**config.mk**
```make
export PLATFORM = sky130hd
export DESIGN_NAME = pfs_queue
export DESIGN_NICKNAME = d
export VERILOG_FILES = /design/src/rtl/pfs_pkg.sv /design/src/rtl/pfs_queue.sv
export SDC_FILE = /design/constraint.sdc
export NUM_CORES = 1
export LEC_CHECK = 0
export BUFFER_PORTS_ARGS = -buffer_cell sky130_fd_sc_hd__buf_2
export CAP_MARGIN = 0
export CORE_MARGIN = 3
export CORE_UTILIZATION = 45
export DETAILED_ROUTE_END_ITERATION = 16
export GPL_TIMING_DRIVEN = 0
export PLACE_DENSITY = 0.75
export SYNTH_ARGS = -nofsm -noshare
export SYNTH_HDL_FRONTEND = slang
export SYNTH_SLANG_ARGS = --single-unit
```
**constraint.sdc**
```tcl
create_clock -name i_clk -period 5.72 [get_ports i_clk]
set_clock_uncertainty 0.1 [all_clocks]
set_input_delay 0.286 -clock i_clk [delete_from_list [all_inputs] [get_ports i_clk]]
set_output_delay 0.286 -clock i_clk [all_outputs]
set_load 0.01 [all_outputs]
```
**src/rtl/pfs_pkg.sv**
```systemverilog
// Shared types, codes and constants of the particle field step unit.
// Depends on nothing; every other file but pfs_ram refers to it by scoped names.
package pfs_pkg;

    localparam int MAX_PARTICLES_DEF = 2048;
    localparam int QUEUE_DEPTH       = 2;
    localparam int LIMIT_W           = 17;

    localparam logic [1:0] FUNC_SEED = 2'd0;
    localparam logic [1:0] FUNC_LAY  = 2'd1;
    localparam logic [1:0] FUNC_STEP = 2'd2;

    localparam logic [1:0] CFG_PARTICLE_COUNT = 2'd0;
    localparam logic [1:0] CFG_SEED           = 2'd1;

    localparam logic [31:0] DEFAULT_SEED = 32'h9E3779B9;
    localparam logic [12:0] DT_MAX       = 13'd6554;

    // A queued command, already classified by the front end.
    typedef struct packed {
        logic [1:0]  func;
        logic [10:0] index;
        logic        status;
        logic [12:0] dt;
        logic [31:0] clock_req;
        logic [15:0] pointer_x;
        logic [15:0] pointer_y;
    } t_cmd;

    // One particle table entry, 104 bits.
    typedef struct packed {
        logic [15:0]        x;
        logic [15:0]        y;
        logic [15:0]        depth;
        logic [15:0]        phase;
        logic signed [19:0] dx;
        logic signed [19:0] dy;
    } t_entry;

    localparam int ENTRY_W = $bits(t_entry);

endpackage

```
**src/rtl/pfs_queue.sv**
```systemverilog
// Short command queue between the front end and the back end.
// Depends on pfs_pkg.
module pfs_queue (
    input  logic          i_clk,
    input  logic          i_rst_n,
    input  logic          i_push,
    input  pfs_pkg::t_cmd i_data,
    output logic          o_ready,
    output logic          o_valid,
    output pfs_pkg::t_cmd o_data,
    input  logic          i_pop
);

    localparam int PW = (pfs_pkg::QUEUE_DEPTH > 1) ? $clog2(pfs_pkg::QUEUE_DEPTH) : 1;
    localparam int CW = $clog2(pfs_pkg::QUEUE_DEPTH + 1);

    pfs_pkg::t_cmd r_mem [pfs_pkg::QUEUE_DEPTH];
    logic [PW-1:0] r_wptr;
    logic [PW-1:0] r_rptr;
    logic [CW-1:0] r_fill;

    function automatic logic [PW-1:0] f_inc(input logic [PW-1:0] p);
        f_inc = (p == PW'(pfs_pkg::QUEUE_DEPTH - 1)) ? '0 : p + PW'(1);
    endfunction

    always_ff @(posedge i_clk) begin
        if (i_push) begin
            r_mem[r_wptr] <= i_data;
        end
    end

    always_ff @(posedge i_clk) begin
        if (!i_rst_n) begin
            r_wptr <= '0;
            r_rptr <= '0;
            r_fill <= '0;
        end else begin
            if (i_push) begin
                r_wptr <= f_inc(r_wptr);
            end
            if (i_pop) begin
                r_rptr <= f_inc(r_rptr);
            end
            if (i_push && !i_pop) begin
                r_fill <= r_fill + CW'(1);
            end else if (!i_push && i_pop) begin
                r_fill <= r_fill - CW'(1);
            end
        end
    end

    assign o_ready = (r_fill != CW'(pfs_pkg::QUEUE_DEPTH));
    assign o_valid = (r_fill != '0);
    assign o_data  = r_mem[r_rptr];

endmodule

```
* After elaboration in Yosys (flattened, before gate mapping) *
Memories as Yosys holds them, arrays and structs flattened. A register that Yosys moved wholly into a read port is not among the register bits.
Cells that the tools add are included.

word-level totals
  word-level logic and storage cells = 23
  memory bits (read-only) = 0
  bits of input ports = 95
  bits in registers = 4
  bits in latches = 0
  memories = 1
  output and inout bits = 93
  bits in writable memories = 182

memories
  memory  words  width  rd ports  clocked after Yosys merged registers in  wr ports  line             source
  r_mem   2      91     1         1                                        1         pfs_queue.sv:17  pfs_pkg::t_cmd r_mem [pfs_pkg::QUEUE_DEPTH];

operators by class
  div/mod/pow operators = 0
  reductions and logical operators = 6
  equality and inequality tests = 1
  $lt $le $gt $ge = 0
  add/sub/neg operators = 4
  bitwise logic cells = 0
  multiply operators = 0
  muxes and demuxes = 8
  shift-type cells = 0

operators by type and width
  operator             count
  $mux 1               6
  $mux 2               2
  $reduce_bool 2->1    2
  $add 1x1->1 const B  2
  $add 2x1->2 const B  1
  $logic_and 1x1->1    2
  $logic_not 1->1      2
  $ne 2x2->1 const B   1
  $sub 2x1->2 const B  1

* Longest topological paths before layout *
Gate-level depths: netlist (run 1).

  depth after elaboration = 4
  gate-level depth with buffers = 5
  depth with buffers taken out = 5

* Worst setup path after synthesis (run 1) *
No wires, ideal clock.

  path kind = register to register
  from = register r_wptr
  to = memory r_mem[0][0] (netlist bit) (enable)
  path buffers = 0
  cell stages (with the launch flop) = 2
  setup slack = 716 ps
  arrival time = 4351 ps
  required time = 5067 ps
  clock period less this slack = 5004 ps
  library setup time = 553 ps
  cell sequence = dfxtp_1 -> nor2b_1

RTL lines
  element                 line             source
  start, declared         pfs_queue.sv:18  logic [PW-1:0] r_wptr;
  start signal, assigned  pfs_queue.sv:39  r_wptr <= f_inc(r_wptr);
  end, declared           pfs_queue.sv:17

Straight into the memory's write port.

==> results of run 1 <==
[flip-flops by register name, indices dropped and copies added, names as in the netlist, named ones only]
signal and count:
r_mem 182, r_fill 2, r_rptr 1, r_wptr 1
[how the worst max path moves through the flow]
| stage | slack (ps) | endpoint | startpoint | cells past startpoint |
|---|---|---|---|---|
| floorplan | 720 | r_mem[0][0] | r_wptr | 1 |
| global placement | -1510 | r_mem[0][88] | i_push | 2 |
| global route | 3550 | o_data[14] | flop | 4 |
| CTS | 3620 | o_data[16] | flop | 4 |
| finish | 3670 | o_data[20] | flop | 4 |
| detailed placement | 3760 | r_mem[0][10] | i_push | 4 |
[cell usage in the layout, fill, tap and decap left out, types with 2 or more instances in the layout]
cell,count
buf_16,2
clkinvlp_4,2
clkinv_2,4
edfxtp_1,182
mux2_1,91
clkbuf_1,3
buf_6,9
clkbuf_16,17
buf_2,187
xor2_1,2
dfxtp_1,5
buf_12,2
dlygate4sd3_1,91
and2_1,3
[stage by stage]
step / total power [µW] / area (µm²) / hold WS [ps] / util (%)
floorplan: 1794 / 6818 / 284.9 / -
global placement: 1929 / 7984 / 373.0 / 54.32
detailed placement: 1940 / 8089 / 377.3 / 55.03
CTS: 3021 / 9514 / 29.08 / 64.73
global route: 3105 / 9514 / 32.65 / 64.73
finish: 2991 / 9514 / 54.76 / 64.73
[critical path, cell delays in order (launching register included)]
cell and delay, ps:
dfxtp_1 300, buf_4 240, buf_6 210, mux2_1 340
buf_2 150
[where the power goes]
part	total (µW)	internal, µW	switching (µW)	leakage, µW
Clock	1030	588	444	0.000249
Combinational	359	183	177	0.00164
Sequential	1600	1580	17.0	0.00175
Total	2990	2350	638	0.00364
[cells by family (layout without fill, tap and decap cells)]
family	after synthesis	after routing	synth area share [%]
adders and majority gates	1	1	0.1835
DFF	187	187	81.63
and+or+nand+nor	9	9	0.8259
buffers and inverters	11	322	1.652
AOI/OAI and AO/OA	3	3	0.2936
muxes	91	91	15.03
xor gates and xnor gates	3	3	0.3855
[metal layers]
layer	part of all wire (%)	vias to the layer above	global-route usage, %
met5	0	-	0
met4	1.6	0	6.115
met3	5.1	21	4.575
met2	53	134	28.26
met1	40	1924	17.91
li1	-	1808	-
[final cells by class]
type	count	share of cell area, %
multi-input cells	107	12.09
inverters	1	0.03945
clock buffers	20	4.590
well taps	184	2.420
flip-flops and latches	187	58.50
clock inverters	9	0.8154
repair buffers	282	20.41
plain buffers	10	1.144
[timing repair]
action / CTS / global route
hold buffers: 91 / 0
endpoints found under the setup margin: 0 / 0
endpoints found under the hold margin: 182 / 0
==> results.json, run 1 <==
{
  "antenna_left": 0,
  "clk_path_buf_depth": 2,
  "ys_ff_latch": 187,
  "grt.total_usage_pct": 15.81,
  "rsz0062_at_grt": "no",
  "timing.rr.start": "r_wptr",
  "dp.cells": 680,
  "ir_drop_mv": 0.2099,
  "grt_pass1_vias": 4049,
  "dp_slack_ps": 3765,
  "gp_congestion": 0.7155,
  "instances_no_fill": 800,
  "dieArea_um2": 16660,
  "cp.required_ps": 5330,
  "syn_area_um2": 6818,
  "reg2reg_slack_ps": 3900,
  "routed_wl_um": 13360,
  "reg2reg_depth": 3,
  "period_share_pct": 35.82,
  "initial_core_util_pct": 46.38,
  "status": "completed",
  "synthToLayoutAreaGrowth_pct": 39.55,
  "max_freq_ghz": 0.4881,
  "syn_nets": 401,
  "finalSetupViolations": 0,
  "clock_tree.root_cell": "clkbuf_16",
  "clock_sinks": 187,
  "ys_seq_area_share_pct": 81.63,
  "firstDrtPassIters": 4,
  "drv_cap": 0,
  "overflow": 0,
  "min_from": "i_rst_n",
  "path_clk_slew_ps": 60,
  "yosys_most_used_dff": "edfxtp_1",
  "fp-row-count": 44,
  "antenna_found_initial": 0,
  "fin_tns_setup_ps": 0,
  "period_minus_slack_ps": 2049,
  "syn_inst": 305,
  "avgRoutedWirePerCell_um": 16.70,
  "hold_path_class": "primary input to flop",
  "core_area_um2": 14700,
  "cts_setup_buffers": 0,
  "cts_buffers": 17,
  "max_slew_margin_pct": 52.24,
  "holdPathStages": 2,
  "crit_type": "flop to output port",
  "vias": 3887,
  "seq_area_um2": 5565,
  "final_nets": 702,
  "tightest_slew_ps": 714.8,
  "grt_max_degree": 49,
  "synth_commonest_cells": "edfxtp_1 (182), mux2_1 (91), buf_6 (9)",
  "setup_slack_ps": 3671,
  "io_buffer_count": 187,
  "end_kind": "output port",
  "avgViaCountPerCell": 4.859,
  "finalHoldViolations": 0,
  "diodes": 0,
  "critPathLaunchType": "flop",
  "ys_top_cells_by_area": "edfxtp_1 (80%), mux2_1 (15%), buf_6 (1.5%)",
  "cts_resized": 0,
  "p_leak_uw": 0.003639,
  "regToRegEndpoint": "r_mem[0][72]",
  "path_max_fanout": 10,
  "async_reset_ff_share_pct": 0,
  "die_h_um": 129.1,
  "drtIter0Drc": 133,
  "drv_slew": 0,
  "synth_enable_flop_cells": 182,
  "syn_avg_cell_area_um2": 22.35,
  "cts_tree": "yes",
  "crit_arrival_ps": 1660,
  "power_density_nw_per_um2": 314.4,
  "yosys_warnings": 0,
  "io-pin-count": 188,
  "num-fill-cells": 1007,
  "detailed_place_hpwl_um": 8328,
  "yosys.area.top_type": "edfxtp_1",
  "clkLatencyLatePin_ps": 400,
  "synth.distinct_cells": 17,
  "route.detailed.drc": 0,
  "grt_pass1_wl_um": 20130,
  "die_w_um": 129.1,
  "cts-htree-levels": 4,
  "synth.most_common_cell": "edfxtp_1",
  "drive_above_1_share_pct": 37.01,
  "multi_input_area_um2": 1150,
  "yosysTopAreaCellShare_pct": 80.16
}
Note: power is estimated with default switching activity, not from simulation.
==> run 2: changes to the inputs <==
Clock period 5.72 ns to 2.1 ns, I/O delays scaled along.
==> run 2 against run 1 <==
Against the previous run:
- flip-flop and latch count did not move
- sequential power rose to 2.7 times the previous value
- count of clock-buffer cells in the layout fell by 2
- worst setup slack got worse by 3500 ps
- combinational power rose to 2.7 times the previous value
- sequential share of layout area fell by 0.77 points
- design area rose by 1.4%
- critical path depth did not move
- first-iteration DRC count rose by 44%
- clock power rose to 3.2 times the previous value
==> results.json, run 2 (synthesized netlist as in run 1, its figures left out) <==
{
  "diodes": 0,
  "cts_tree": "yes",
  "crit_arrival_ps": 2160,
  "initial_core_util_pct": 46.38,
  "critPathLaunchType": "flop",
  "crit_type": "flop to flop",
  "drive_above_1_share_pct": 37.78,
  "hold_path_class": "primary input to flop",
  "holdWs_ps": 122.5,
  "final_common_cell": "buf_2",
  "reg2reg_depth": 4,
  "tightest_slew_ps": 677.1,
  "period_minus_slack_ps": 1905,
  "die_h_um": 129.1,
  "antenna_left": 0,
  "p_leak_uw": 0.003698,
  "num-fill-cells": 991,
  "drv_slew": 0,
  "clkLatencyLatePin_ps": 420,
  "route.detailed.drc": 0,
  "ir_drop_mv": 0.5587,
  "path_max_fanout": 19,
  "cts-htree-levels": 4,
  "path_clk_slew_ps": 70,
  "io-pin-count": 188,
  "avgRoutedWirePerCell_um": 16.94,
  "gp_congestion": 0.7228,
  "end_kind": "flop",
  "firstDrtPassIters": 5,
  "cts_buffers": 17,
  "setup_slack_ps": 194.7,
  "dieArea_um2": 16660,
  "timing.rr.start": "r_wptr",
  "largest_reg_flops": 182,
  "io_buffer_count": 187,
  "power_density_nw_per_um2": 893.6,
  "reg_top3": "r_mem x182, r_fill x2",
  "cp.required_ps": 2360,
  "core_area_um2": 14700,
  "routed_wl_um": 13650,
  "clock_sinks": 187,
  "drtIter0Drc": 192,
  "layout_common_cells": "buf_2 (187), edfxtp_1 (182), dlygate4sd3_1 (94)",
  "top_register": "r_mem",
  "regToRegEndpoint": "r_wptr",
  "antenna_found_initial": 0,
  "avgViaCountPerCell": 4.821,
  "timing.critical_path.from": "r_wptr",
  "grt_pass1_vias": 4180,
  "max_slew_margin_pct": 54.86,
  "grt_max_degree": 47,
  "endpoint": "r_wptr",
  "period_share_pct": 90.73,
  "die_w_um": 129.1,
  "clock_tree.root_cell": "clkbuf_16",
  "dp_slack_ps": 349.8,
  "reg2reg_slack_ps": 190,
  "drv_cap": 0,
  "status": "completed",
  "grt_pass1_wl_um": 21070,
  "clk_path_buf_depth": 2,
  "finalSetupViolations": 0,
  "grt.total_usage_pct": 16.62,
  "detailed_place_hpwl_um": 8512,
  "rsz0062_at_grt": "no",
  "finalHoldViolations": 0,
  "synthToLayoutAreaGrowth_pct": 41.44,
  "vias": 3886,
  "final_nets": 705,
  "max_freq_ghz": 0.5249,
  "cts_setup_buffers": 0,
  "fp-row-count": 44,
  "overflow": 0
}
==> run 2: changes by cell type in the layout (fill, tap and decap cells not counted) <==
| cell | delta |
|---|---|
| bufinv_16 | +2 |
| clkbuf_1 | -2 |
| clkinv_1 | -1 |
| clkinv_2 | -3 |
| clkinv_4 | +1 |
| dfxtp_1 | -1 |
| dfxtp_2 | +1 |
| dlygate4sd3_1 | +3 |
| inv_6 | +5 |
| inv_8 | +1 |
==> run 2: critical path, stage by stage, from the launching register on <==
cell and delay, ps:
dfxtp_2 340, nor2b_4 500, buf_16 240, o21a_1 130
dlygate4sd3_1 530
==> run 2: cell type report <==
type / instances / area [µm²] / share of cell area [%]
flip-flops and latches: 187 / 5567 / 57.73
repair buffers: 285 / 1972 / 20.45
multi-input cells: 107 / 1150 / 11.92
clock buffers: 18 / 429.2 / 4.451
well taps: 184 / 230.2 / 2.387
clock inverters: 14 / 182.7 / 1.894
plain buffers: 10 / 108.9 / 1.129
inverters: 1 / 3.754 / 0.03893
==> run 2: through the flow <==
step / setup TNS [ps] / instance area (µm²) / instances / power [µW] / utilization, %
3_3_place_gp: -108900 / 7994 / 676 / 5230 / 54.38
6_report: 0 / 9643 / 806 / 8617 / 65.60
2_1_floorplan: -9224 / 6828 / 305 / 4874 / -
3_5_place_dp: 0 / 8090 / 680 / 5283 / 55.04
4_1_cts: 0 / 9643 / 806 / 8685 / 65.60
5_1_grt: 0 / 9643 / 806 / 8920 / 65.60
==> run 2: worst min-delay path by stage <==
stage                          start            to  depth (start not counted)
final                         i_push     r_fill[1]                          4
after detailed placement  i_data[26]  r_mem[0][26]                          1
after global placement    i_data[28]  r_mem[0][28]                          1
after global routing          i_push     r_fill[1]                          4
after floorplan            i_data[0]   r_mem[0][0]                          0
after CTS                     i_push     r_fill[1]                          4
==> run 2: timing repair <==
action,4_1_cts,5_1_grt
resized for setup,0,0
hold buffers,94,0
endpoints found under the hold margin,187,0
==> run 2: power breakdown <==
part | total (µW) | internal, µW | switching [µW] | leakage (µW)
Combinational | 985 | 503 | 482 | 0.00165
Sequential | 4360 | 4310 | 46.6 | 0.00175
Clock | 3280 | 1900 | 1370 | 0.000294
==> run 2: metal layers <==
metal | share of wire (%) | routed length [µm] | global-route usage [%]
met4 | 2.2 | 295 | 6.918
met5 | 0 | 0 | 0
met3 | 6.3 | 859 | 5.194
met2 | 52 | 7057 | 29.30
met1 | 40 | 5437 | 18.73
