**config.mk**
```make
export PLATFORM = sky130hd
export DESIGN_NAME = pfs_front
export DESIGN_NICKNAME = d
export VERILOG_FILES = /design/src/rtl/pfs_pkg.sv /design/src/rtl/pfs_front.sv
export SDC_FILE = /design/constraint.sdc
export NUM_CORES = 1
export LEC_CHECK = 0
export ABC_AREA = 1
export BUFFER_PORTS_ARGS = -buffer_cell sky130_fd_sc_hd__buf_2
export CORE_AREA = 3 3 102 104
export CTS_CLUSTER_DIAMETER = 30
export DETAILED_ROUTE_END_ITERATION = 8
export DIE_AREA = 0 0 105 107
export PLACE_DENSITY_LB_ADDON = 0.12
export SETUP_SLACK_MARGIN = 0.2
export SYNTH_ARGS = -nofsm -noshare
export SYNTH_HDL_FRONTEND = slang
export SYNTH_SLANG_ARGS = --single-unit
```
**constraint.sdc**
```tcl
create_clock -name i_clk -period 2.8 [get_ports i_clk]
set_input_delay 0.56 -clock i_clk [delete_from_list [all_inputs] [get_ports i_clk]]
set_output_delay 0.56 -clock i_clk [all_outputs]
set_load 0.03 [all_outputs]
```
**src/rtl/pfs_pkg.sv**
```systemverilog
// Shared types, codes and constants of the particle field step unit.
// Depends on nothing; every other file but pfs_ram refers to it by scoped names.
package pfs_pkg;

    localparam int MAX_PARTICLES_DEF = 2048;
    localparam int QUEUE_DEPTH       = 2;
    localparam int LIMIT_W           = 17;

    localparam logic [1:0] FUNC_SEED = 2'd0;
    localparam logic [1:0] FUNC_LAY  = 2'd1;
    localparam logic [1:0] FUNC_STEP = 2'd2;

    localparam logic [1:0] CFG_PARTICLE_COUNT = 2'd0;
    localparam logic [1:0] CFG_SEED           = 2'd1;

    localparam logic [31:0] DEFAULT_SEED = 32'h9E3779B9;
    localparam logic [12:0] DT_MAX       = 13'd6554;

    // A queued command, already classified by the front end.
    typedef struct packed {
        logic [1:0]  func;
        logic [10:0] index;
        logic        status;
        logic [12:0] dt;
        logic [31:0] clock_req;
        logic [15:0] pointer_x;
        logic [15:0] pointer_y;
    } t_cmd;

    // One particle table entry, 104 bits.
    typedef struct packed {
        logic [15:0]        x;
        logic [15:0]        y;
        logic [15:0]        depth;
        logic [15:0]        phase;
        logic signed [19:0] dx;
        logic signed [19:0] dy;
    } t_entry;

    localparam int ENTRY_W = $bits(t_entry);

endpackage

```
**src/rtl/pfs_front.sv**
```systemverilog
// Front end: configuration registers, index check and dt clamp of each beat.
// Depends on pfs_pkg.
module pfs_front #(
    parameter int MAX_PARTICLES = pfs_pkg::MAX_PARTICLES_DEF
) (
    input  logic               i_clk,
    input  logic               i_rst_n,
    input  logic               i_in_valid,
    output logic               o_in_ready,
    input  logic [1:0]         i_func,
    input  logic [10:0]        i_index,
    input  logic signed [23:0] i_step_seconds,
    input  logic [31:0]        i_clock_req,
    input  logic [15:0]        i_pointer_x,
    input  logic [15:0]        i_pointer_y,
    input  logic               i_cfg_valid,
    output logic               o_cfg_ready,
    input  logic [1:0]         i_cfg_index,
    input  logic [31:0]        i_cfg_data,
    input  logic               i_q_ready,
    output logic               o_push,
    output pfs_pkg::t_cmd      o_cmd,
    output logic [31:0]        o_seed
);

    localparam logic [pfs_pkg::LIMIT_W-1:0] MaxLim = pfs_pkg::LIMIT_W'(MAX_PARTICLES);

    logic [11:0] r_count;
    logic [31:0] r_seed;
    logic [pfs_pkg::LIMIT_W-1:0] count_eff;
    logic [pfs_pkg::LIMIT_W-1:0] idx_ext;
    logic        checked;
    logic        reject;
    logic [12:0] dt_clamped;

    always_ff @(posedge i_clk) begin
        if (!i_rst_n) begin
            r_count <= '0;
            r_seed  <= '0;
        end else if (i_cfg_valid) begin
            case (i_cfg_index)
                pfs_pkg::CFG_PARTICLE_COUNT: r_count <= i_cfg_data[11:0];
                pfs_pkg::CFG_SEED:           r_seed  <= i_cfg_data;
                default: ;
            endcase
        end
    end

    always_comb begin
        count_eff = (pfs_pkg::LIMIT_W'(r_count) > MaxLim) ? MaxLim
                                                          : pfs_pkg::LIMIT_W'(r_count);
        idx_ext   = pfs_pkg::LIMIT_W'(i_index);
        checked   = (i_func == pfs_pkg::FUNC_LAY) || (i_func == pfs_pkg::FUNC_STEP);
        reject    = checked && ((idx_ext >= count_eff) || (idx_ext >= MaxLim));
        if (i_step_seconds < 0) begin
            dt_clamped = '0;
        end else if (i_step_seconds > 24'sd6554) begin
            dt_clamped = pfs_pkg::DT_MAX;
        end else begin
            dt_clamped = i_step_seconds[12:0];
        end
    end

    assign o_cfg_ready      = 1'b1;
    assign o_in_ready       = i_q_ready;
    assign o_push           = i_in_valid && i_q_ready;
    assign o_seed           = r_seed;
    assign o_cmd.func       = i_func;
    assign o_cmd.index      = i_index;
    assign o_cmd.status     = reject;
    assign o_cmd.dt         = dt_clamped;
    assign o_cmd.clock_req  = i_clock_req;
    assign o_cmd.pointer_x  = i_pointer_x;
    assign o_cmd.pointer_y  = i_pointer_y;

endmodule

```
# Word-level counts from Yosys, hierarchy flattened
# Cells that the tools add are included.
# Widths: inputs -> output; s select.
[word_totals] ff_bits=44 input_bits=140 output_inout_bits=126 elab_cells=18
[op_classes] n_lt_le_gt_ge=4 n_eq_ne=3 muxes=3 reduce_logical=6
[ops] operator="$mux 13" count=2
[ops] operator="$gt 24x14->1 const B" count=1
[ops] operator="$lt 24x1->1 const B" count=1
[ops] operator="$ge 11x12->1" count=1
[ops] operator="$gt 12x12->1 const B" count=1
[ops] operator="$mux 12" count=1
[ops] operator="$eq 2x1->1 const B" count=2
[ops] operator="$reduce_and 2->1" count=2
[ops] operator="$eq 2x2->1 const B" count=1
[ops] operator="$logic_and 1x1->1" count=2
[ops] operator="$logic_not 2->1" count=1
[ops] operator="$logic_or 1x1->1" count=1

# Depth between registers and ports, before layout
# Gate-level depths: netlist (run 1).
[depth] word_depth=4 mapped_depth=13

# Least setup slack after synthesis (run 1)
# No wires, ideal clock.
[synth_timing] path_type="register to output" start="register r_count[4]" end="output o_cmd[77] (netlist bit)" t_arrival_ns=1.833 t_required_ns=2.240 path_slack_ns=0.407 stages_incl_launch_ff=14 n_path_buf=1 path_cell_list="dfxtp_1 nor4_1 and2_1 nand2_1 nand2_1 nand2_1 ha_1 a21oi_1 nor2_1 a21oi_1 nand4_1 nand2_1 inv_1 buf_4"
[synth_via] elab_chain_cells=4
[synth_lines] element="start: declaration" line_no="pfs_front.sv:28" rtl="logic [11:0] r_count;"
[synth_lines] element="start signal: assignment" line_no="pfs_front.sv:42" rtl="pfs_pkg::CFG_PARTICLE_COUNT: r_count <= i_cfg_data[11:0];"
[synth_lines] element="$gt 12x12->1" line_no="pfs_front.sv:50" rtl="count_eff = (pfs_pkg::LIMIT_W'(r_count) > MaxLim) ? MaxLim"
[synth_lines] element="$mux 12 (*)" line_no="pfs_front.sv:50"
[synth_lines] element="$ge 11x12->1 (*)" line_no="pfs_front.sv:54" rtl="reject = checked && ((idx_ext >= count_eff) || (idx_ext >= MaxLim));"
[synth_lines] element="$logic_and 1x1->1 (*)" line_no="pfs_front.sv:54"
[synth_lines] element="end: declaration" line_no="pfs_front.sv:22" rtl="output pfs_pkg::t_cmd o_cmd,"
# Every way passes the cells marked *; elsewhere a longest branch is shown, timed or not.

==> results of run 1 <==
[cells in the final DEF (no fill, tap or decap), types with 2 or more instances in the layout]
| cell | count |
|---|---|
| nor3_1 | 2 |
| clkbuf_8 | 7 |
| nand2_1 | 26 |
| inv_1 | 16 |
| nor2_1 | 102 |
| ha_1 | 5 |
| nor2_2 | 9 |
| nand2_2 | 9 |
| nor4_2 | 2 |
| nand3_1 | 7 |
| a21oi_2 | 4 |
| dfxtp_1 | 40 |
| buf_4 | 2 |
| buf_2 | 135 |
| dfxtp_2 | 4 |
| a21oi_1 | 10 |
| o21ai_0 | 47 |
| nor2_4 | 2 |
| ha_4 | 6 |
[kinds of logic (layout without fill, tap and decap cells)]
group	Yosys count	after routing	synth area share, %
AND/OR/NAND/NOR	163	163	24.6
adder cells (fa/ha/maj)	11	11	4.99
XOR/XNOR	1	1	0.317
flip-flops	44	44	31.9
buffers and inverters	110	162	26.2
AO/OA/AOI/OAI	64	64	11.8
other	1	1	0.136
[synth_stat cells (all sizes together)]
cell type,instances,area [um2]
clkbuf,12,45.0
nand2,36,138
buf,81,612
ha,11,138
nor4,2,12.5
nand4,1,6.26
nand3,8,52.6
a21boi,1,7.51
nor2,113,454
xor2,1,8.76
o21ai,49,245
inv,17,66.3
a21oi,14,73.8
and2,1,6.26
dfxtp,44,881
nor3,2,10.0
conb,1,3.75
[what timing repair did]
action	4_1_cts	5_1_grt
pin swaps	8	9
resized for setup	12	21
cloned	0	0
buffers inserted	1	0
setup endpoints to repair	1	1
[routing by layer]
metal	GRT usage, %	up-vias	share of wire, %
met5	0	-	0
met4	6.75	0	4.3
met3	4.88	35	8.2
met2	21.3	109	47
met1	15.1	1060	40
li1	-	1271	-
[sequential cells by signal, summed over array words and instances (netlist names)]
name and cells:
r_count 12, o_seed 32
[power groups by stage]
stage | combinational [mW] | clock, mW | sequential (mW)
after floorplan | 0.361 | 0 | 0.734
after CTS | 0.368 | 0.453 | 0.675
final | 0.385 | 0.435 | 0.677
after detailed placement | 0.358 | 0 | 0.688
after global placement | 0.355 | 0 | 0.689
after global routing | 0.427 | 0.487 | 0.682
[worst max-delay path by stage]
| stage | to | cells past startpoint |
|---|---|---|
| after global routing | o_cmd[77] | 13 |
| after CTS | o_cmd[77] | 13 |
| after detailed placement | o_cmd[77] | 13 |
| after floorplan | o_cmd[77] | 13 |
| after global placement | o_cmd[77] | 13 |
| final | o_cmd[77] | 13 |
[worst min-delay path: stages]
cell	delay, ns
buf_2	0.08
nor2_1	0.03
nor2_1	0.08
[per-stage QoR]
stage / setup TNS (ns) / std cells
2_1_floorplan: 0 / 394
3_3_place_gp: 0 / 571
3_5_place_dp: 0 / 571
4_1_cts: -0.0402 / 579
5_1_grt: -0.181 / 579
6_report: 0 / 579
[area by class of cell]
class | count | area share [%]
repair buffers | 138 | 21.9
clock buffers | 7 | 3.00
well taps | 133 | 5.18
inverters | 17 | 2.07
multi-input cells | 240 | 40.3
flip-flops and latches | 44 | 27.6
==> results.cfg, run 1 <==
[cells_and_area]
nFillCells = 1095
areaGrowthSynthToFinish_pct = 16.3
antenna_cells = 0
seq_area_um2 = 886
finish.net_count = 597
multi_input_area_mm2 = 0.00129
final_layout_size_suffix_gt1_share_pct = 41.5
postLayoutCellArea_mm2 = 0.00321
finish.utilization_pct = 33.3

[pwr]
switching_power_uw = 479
power.internal_mw = 1.02
seqPwrFrac_pct = 45.2
pwr-share-comb_pct = 25.7
ir_worst_vdd_uv = 233
power_mw = 1.50
p_clk_share_pct = 29.1
p_sw_share_pct = 32.0
powerDensity_mw_per_mm2 = 466
p_leak_nw = 1.61

[clock_tree]
clock_latency_ns = 0.29
holdBufCountCts = 0
htree_num_levels = 2
clock-root-buffer = clkbuf_8
cts_tree = done
clockBufferDepth = 2
path_clk_slew_ns = 0.08
cts_buffers = 5
clkSinkCount = 44

[setup_path]
reg2reg_setup_slack_ns = 2.03
criticalPathCategory = reg -> out
cp_slowest_stage_delay_ns = 0.34
rr_startpoint = r_count[11]
worstSetupStartpoint = r_count[0]
cp-start-kind = flip-flop
cp_data_required_time_ns = 2.24
crit_path_top_delay_cell = dfxtp_2
path_cells = nor4_2 -> and2_1 -> nand2_2 -> nand2_4 -> nand2_2 -> ha_4 -> nand2_2 -> nor2_1 -> nand3_1 -> nand4_1 -> nand2_1 -> inv_1 -> buf_6
critPathBufInv = 2
r2r_cells = 2
r2r-end = r_count[11]
cp_data_arrival_time_ns = 2.20
endpoint_kind = output port
crit_fanout = 8
timing.critical_path.mode_cell = nand2_2
path_delay_family = simple AND/OR/NAND/NOR gates

[logic_synthesis]
yosysSeqAreaShare_pct = 31.9
synth_cell_type_count = 24
syn_nets = 545
ys_ff_latch = 44
ys_warn_count = 0
syn_area_mm2 = 0.00276
syn_avg_cell_area_um2 = 7.01
synth_cells = 394

[timing]
maxSlewHeadroom_pct = 27.6
worst_pin_slew_ns = 1.09
finalSetupViolCount = 0
rsz0062_at_grt = true
finalCritPeriodShare_pct = 98.5
period_needed_ns = 2.76
hold_viol = 0
whs_ns = 0.483
slew_viol_final = 0
timing.fmax_mhz = 363
fin_ws_ns = 0.0424
clock-skew-final_ns = 0

[run_status]
outcome = completed

[floorplan]
io_pins = 266
num_rows = 36
die_w_um = 105
core_area_mm2 = 0.00964
initial_utilization_pct = 28.6
die_h_um = 107
die_area_mm2 = 0.0112

[route]
wl_per_cell_um = 13.3
drt_wl_total_mm = 7.69
postRouteAntennaNets = 0
post-route-drc-count = 0
vias = 2475
vias_per_cell = 4.27
drtIter0Drc = 112
dr.pass1.iters = 4

[worst_hold_path]
hp-class = in -> reg
whs_endpoint = o_seed[14]
hp-start = i_cfg_data[14]
hold_depth = 3

[placed_design]
place.gp.congestion = 0.736
io_buffers = 136
dp_hpwl_mm = 5.87
dpl-instance-area_mm2 = 0.00296
pre_cts_slack_ns = 0.141

[grt]
antenna_found_initial = 0
gr-total-overflow = 0
track_usage_pct = 13.1
first_global_vias = 2320
grt_max_degree = 45
grt_pass1_wl_mm = 11.9

[run]
maxCapViolCount = 0
Note: power is estimated with default switching activity, not from simulation.
==> run 2: changes to the inputs <==
--- a/config.mk
+++ b/config.mk
@@ -8,6 +8,7 @@
 export ABC_AREA = 1
 export BUFFER_PORTS_ARGS = -buffer_cell sky130_fd_sc_hd__buf_2
 export CORE_AREA = 3 3 102 104
+export CTS_BUF_LIST = sky130_fd_sc_hd__clkbuf_16
 export CTS_CLUSTER_DIAMETER = 30
 export DETAILED_ROUTE_END_ITERATION = 8
 export DIE_AREA = 0 0 105 107
==> results.cfg, run 2 (same netlist as run 1, synthesis figures left out) <==
[run_status]
outcome = completed

[clock_tree]
clock_latency_ns = 0.28
clock-root-buffer = clkbuf_16
path_clk_slew_ns = 0.06
clkSinkCount = 44
clockBufferDepth = 2
cts_buffers = 5
cts_tree = done
htree_num_levels = 2

[floorplan]
die_area_mm2 = 0.0112
die_w_um = 105
initial_utilization_pct = 28.6
core_area_mm2 = 0.00964
io_pins = 266
die_h_um = 107
num_rows = 36

[timing]
clock-skew-final_ns = 0
finalSetupViolCount = 0
timing.fmax_mhz = 366
fin_ws_ns = 0.0680
slew_viol_final = 0
hold_viol = 0
finalSetupTns_ns = 0
finalCritPeriodShare_pct = 97.6
maxSlewHeadroom_pct = 27.1
rsz0062_at_grt = true
period_needed_ns = 2.73
worst_pin_slew_ns = 1.09

[cells_and_area]
final_common_cell = buf_2
areaGrowthSynthToFinish_pct = 18.3
finish.utilization_pct = 33.9
antenna_cells = 0
most-common-layout-cells = buf_2, nor2_1, o21ai_0, dfxtp_1, nand2_1
finish.net_count = 599
final_layout_size_suffix_gt1_share_pct = 41.3
postLayoutCellArea_mm2 = 0.00326
largest_reg_flops = 32

[route]
wl_per_cell_um = 13.3
post-route-drc-count = 0
postRouteAntennaNets = 0
vias_per_cell = 4.28
drt_wl_total_mm = 7.70
vias = 2486
dr.pass1.iters = 4
drtIter0Drc = 99

[setup_path]
path_cells = nor4_2 -> and2_1 -> nand2_2 -> nand2_4 -> nand2_2 -> ha_4 -> nand2_2 -> nor2_1 -> nand3_1 -> nand4_1 -> nand2_1 -> inv_1 -> buf_6
worstSetupStartpoint = r_count[1]
r2r_cells = 2
cp_slowest_stage_delay_ns = 0.33
reg2reg_setup_slack_ns = 2.03
r2r-end = r_count[11]
crit_fanout = 8
endpoint_kind = output port
critPathBufInv = 2
cp-start-kind = flip-flop
timing.critical_path.mode_cell = nand2_2
rr_startpoint = r_count[11]
cp_data_required_time_ns = 2.24
crit_path_top_delay_cell = dfxtp_2
criticalPathCategory = reg -> out
path_delay_family = simple AND/OR/NAND/NOR gates
cp_data_arrival_time_ns = 2.17

[grt]
grt_max_degree = 45
gr-total-overflow = 0
track_usage_pct = 13.1
grt_pass1_wl_mm = 11.9
first_global_vias = 2313
antenna_found_initial = 0

[placed_design]
io_buffers = 136
dp_hpwl_mm = 5.87
dpl-instance-area_mm2 = 0.00296
place.gp.congestion = 0.736
pre_cts_slack_ns = 0.141

[pwr]
p_sw_share_pct = 30.6
p_clk_share_pct = 34.0
seqPwrFrac_pct = 41.9
switching_power_uw = 495
p_leak_nw = 1.63
ir_worst_vdd_uv = 254
pwr-share-comb_pct = 24.1
powerDensity_mw_per_mm2 = 495
power_mw = 1.62
power.internal_mw = 1.12

[run]
maxCapViolCount = 0

[worst_hold_path]
hp-start = i_cfg_data[14]
hold_depth = 3
whs_endpoint = o_seed[14]
hp-class = in -> reg
==> run 2: cell types whose count changed in the layout (fill, tap and decap cells not counted), moves of 2 or more <==
cell	change
buf_4	+2
clkbuf_8	-7
clkbuf_16	+5
clkinv_1	+2
==> run 2: timing repair <==
| action | CTS | global route |
|---|---|---|
| pin swaps | 11 | 9 |
| hold buffers | 0 | 0 |
| gates resized for setup | 12 | 21 |
| setup buffers | 2 | 1 |
| endpoints found under the setup margin | 1 | 1 |
==> run 2: stage by stage <==
| stage | hold WS [ns] | cells |
|---|---|---|
| 6_report | 0.501 | 581 |
| 5_1_grt | 0.501 | 581 |
| 4_1_cts | 0.495 | 580 |
| 3_5_place_dp | 0.498 | 571 |
| 3_3_place_gp | 0.489 | 571 |
| 2_1_floorplan | 0.469 | 394 |
==> run 2: final cells by class <==
cell class,instances,area (um2)
fill,1098,6370
timing repair buffer,140,717
multi-input combinational,240,1300
tap,133,166
sequential,44,885
clock buffer,5,125
clock inverter,2,7.51
inverter,17,66.3
==> run 2: worst max path at each step <==
stage,cells after the start,endpoint,slack [ns]
6_report,13,o_cmd[77],0.07
5_1_grt,13,o_cmd[77],-0.14
4_1_cts,13,o_cmd[77],-0.02
3_5_place_dp,13,o_cmd[77],0.14
3_3_place_gp,13,o_cmd[77],0.14
2_1_floorplan,13,o_cmd[77],0.41
==> run 2: routing by layer <==
layer	routed length (um)	share of wire, %	up-vias	global-route usage [%]
met4	331	4.3	0	6.75
met2	3650	47	112	21.1
li1	-	-	1277	-
met5	0	0	-	0
met1	3090	40	1061	15.3
met3	625	8.1	36	4.88
==> run 2: power by group through the flow <==
stage / logic (mW) / clock network [mW] / registers [mW]
after CTS: 0.370 / 0.566 / 0.676
after floorplan: 0.361 / 0 / 0.734
after global routing: 0.431 / 0.602 / 0.681
after global placement: 0.355 / 0 / 0.689
final: 0.390 / 0.550 / 0.677
after detailed placement: 0.358 / 0 / 0.688
==> run 2: worst reg2reg max path, stage by stage (launching register included) <==
cell and delay, ns:
dfxtp_1 0.41, inv_1 0.16, a21oi_1 0.14
==> run 3: changes to the inputs <==
--- a/config.mk
+++ b/config.mk
@@ -12,7 +12,7 @@
 export CTS_CLUSTER_DIAMETER = 30
 export DETAILED_ROUTE_END_ITERATION = 8
 export DIE_AREA = 0 0 105 107
-export PLACE_DENSITY_LB_ADDON = 0.12
+export PLACE_DENSITY_LB_ADDON = 0.15
 export SETUP_SLACK_MARGIN = 0.2
 export SYNTH_ARGS = -nofsm -noshare
 export SYNTH_HDL_FRONTEND = slang
==> results.cfg, run 3 (same netlist as run 1, synthesis figures left out) <==
[route]
vias = 2526
vias_per_cell = 4.33
post-route-drc-count = 0
dr.pass1.iters = 4
drtIter0Drc = 110
wl_per_cell_um = 13.1
drt_wl_total_mm = 7.66
postRouteAntennaNets = 0

[worst_hold_path]
hp-class = in -> reg

[setup_path]
endpoint_kind = output port
cp_data_arrival_time_ns = 2.20
crit_fanout = 8
cp-start-kind = flip-flop
criticalPathCategory = reg -> out
cp_data_required_time_ns = 2.24

[placed_design]
place.gp.congestion = 0.739
pre_cts_slack_ns = 0.128
dpl-instance-area_mm2 = 0.00297
dp_hpwl_mm = 5.74
io_buffers = 136

[clock_tree]
clkSinkCount = 44
cts_tree = done
clockBufferDepth = 2
clock-root-buffer = clkbuf_16
clock_latency_ns = 0.28
htree_num_levels = 2
path_clk_slew_ns = 0.06
cts_buffers = 5

[timing]
fin_ws_ns = 0.0372
timing.fmax_mhz = 362
rsz0062_at_grt = true
maxSlewHeadroom_pct = 56.7
clock-skew-final_ns = 0
finalSetupViolCount = 0
finalSetupTns_ns = 0
hold_viol = 0
whs_ns = 0.499
worst_pin_slew_ns = 0.649
period_needed_ns = 2.76
finalCritPeriodShare_pct = 98.7
slew_viol_final = 0

[floorplan]
die_h_um = 107
die_w_um = 105
initial_utilization_pct = 28.6
die_area_mm2 = 0.0112
core_area_mm2 = 0.00964
io_pins = 266
num_rows = 36

[cells_and_area]
areaGrowthSynthToFinish_pct = 22.0
nFillCells = 1075
finish.net_count = 601
final_common_cell = buf_2
largest_reg_flops = 32
most-common-layout-cells = buf_2, nor2_1, o21ai_0, dfxtp_1, nand2_1
antenna_cells = 0
final_layout_size_suffix_gt1_share_pct = 43.5
postLayoutCellArea_mm2 = 0.00337

[grt]
grt_max_degree = 45
first_global_vias = 2382
grt_pass1_wl_mm = 11.5
use_met3_pct = 4.82
grt_use_met2_pct = 20.2
busiest_layer = met2
grtUsageMet1_pct = 14.4
track_usage_pct = 12.5
antenna_found_initial = 0
gr-total-overflow = 0

[run]
maxCapViolCount = 0

[pwr]
powerDensity_mw_per_mm2 = 516
p_leak_nw = 1.66
ir_worst_vdd_uv = 244

[run_status]
outcome = completed
-- run 3: layout make-up --
| type | count | area [um2] | area share [%] |
|---|---|---|---|
| flip-flops and latches | 44 | 891 | 26.4 |
| inverters | 17 | 66.3 | 1.97 |
| well taps | 133 | 166 | 4.94 |
| repair buffers | 142 | 732 | 21.7 |
| clock buffers | 5 | 125 | 3.71 |
| clock inverters | 3 | 42.5 | 1.26 |
| multi-input cells | 240 | 1350 | 39.9 |
-- run 3: metal layers --
layer	part of all wire, %	up-vias
li1	-	1285
met1	39	1105
met2	48	100
met3	9.9	36
met4	3.4	0
met5	0	-
-- run 3: through the flow --
step | power, mW | utilization [%] | std cells
floorplan | 1.10 | - | 394
global placement | 1.04 | 30.8 | 572
detailed placement | 1.04 | 30.8 | 572
CTS | 1.74 | 33.4 | 582
global route | 1.83 | 34.9 | 584
finish | 1.74 | 34.9 | 584
-- run 3: final timing paths --
| path | startpoint | cells after the start | slack, ns | endpoint |
|---|---|---|---|---|
| setup / recovery | r_count[1] | 13 | 0.04 | o_cmd[77] |
| hold / removal | i_cfg_data[17] | 3 | 0.50 | o_seed[17] |
| setup reg to reg | r_count[11] | 2 | 1.96 | r_count[11] |
| hold reg to reg | r_count[1] | 2 | 0.50 | r_count[1] |
-- run 3: repair_timing --
action	4_1_cts	5_1_grt
pin swaps	11	13
endpoints found under the setup margin	1	1
hold buffers	0	0
resized for setup	18	28
setup buffers	2	2
-- run 3: report_power, final --
part | switching [mW] | internal, mW
Clock | 0.241 | 0.419
Sequential | 0.0188 | 0.658
Combinational | 0.252 | 0.149
-- run 3: worst max-delay path, cell delays in order, from the launching register on --
cell	delay, ns
dfxtp_4	0.35
nor4_2	0.25
and2_1	0.17
nand2_2	0.09
nand2_8	0.13
nand2_2	0.07
ha_4	0.28
nand2_2	0.05
nor2_2	0.12
nand3_1	0.08
nand4_1	0.09
nand2_1	0.06
inv_2	0.05
buf_6	0.12
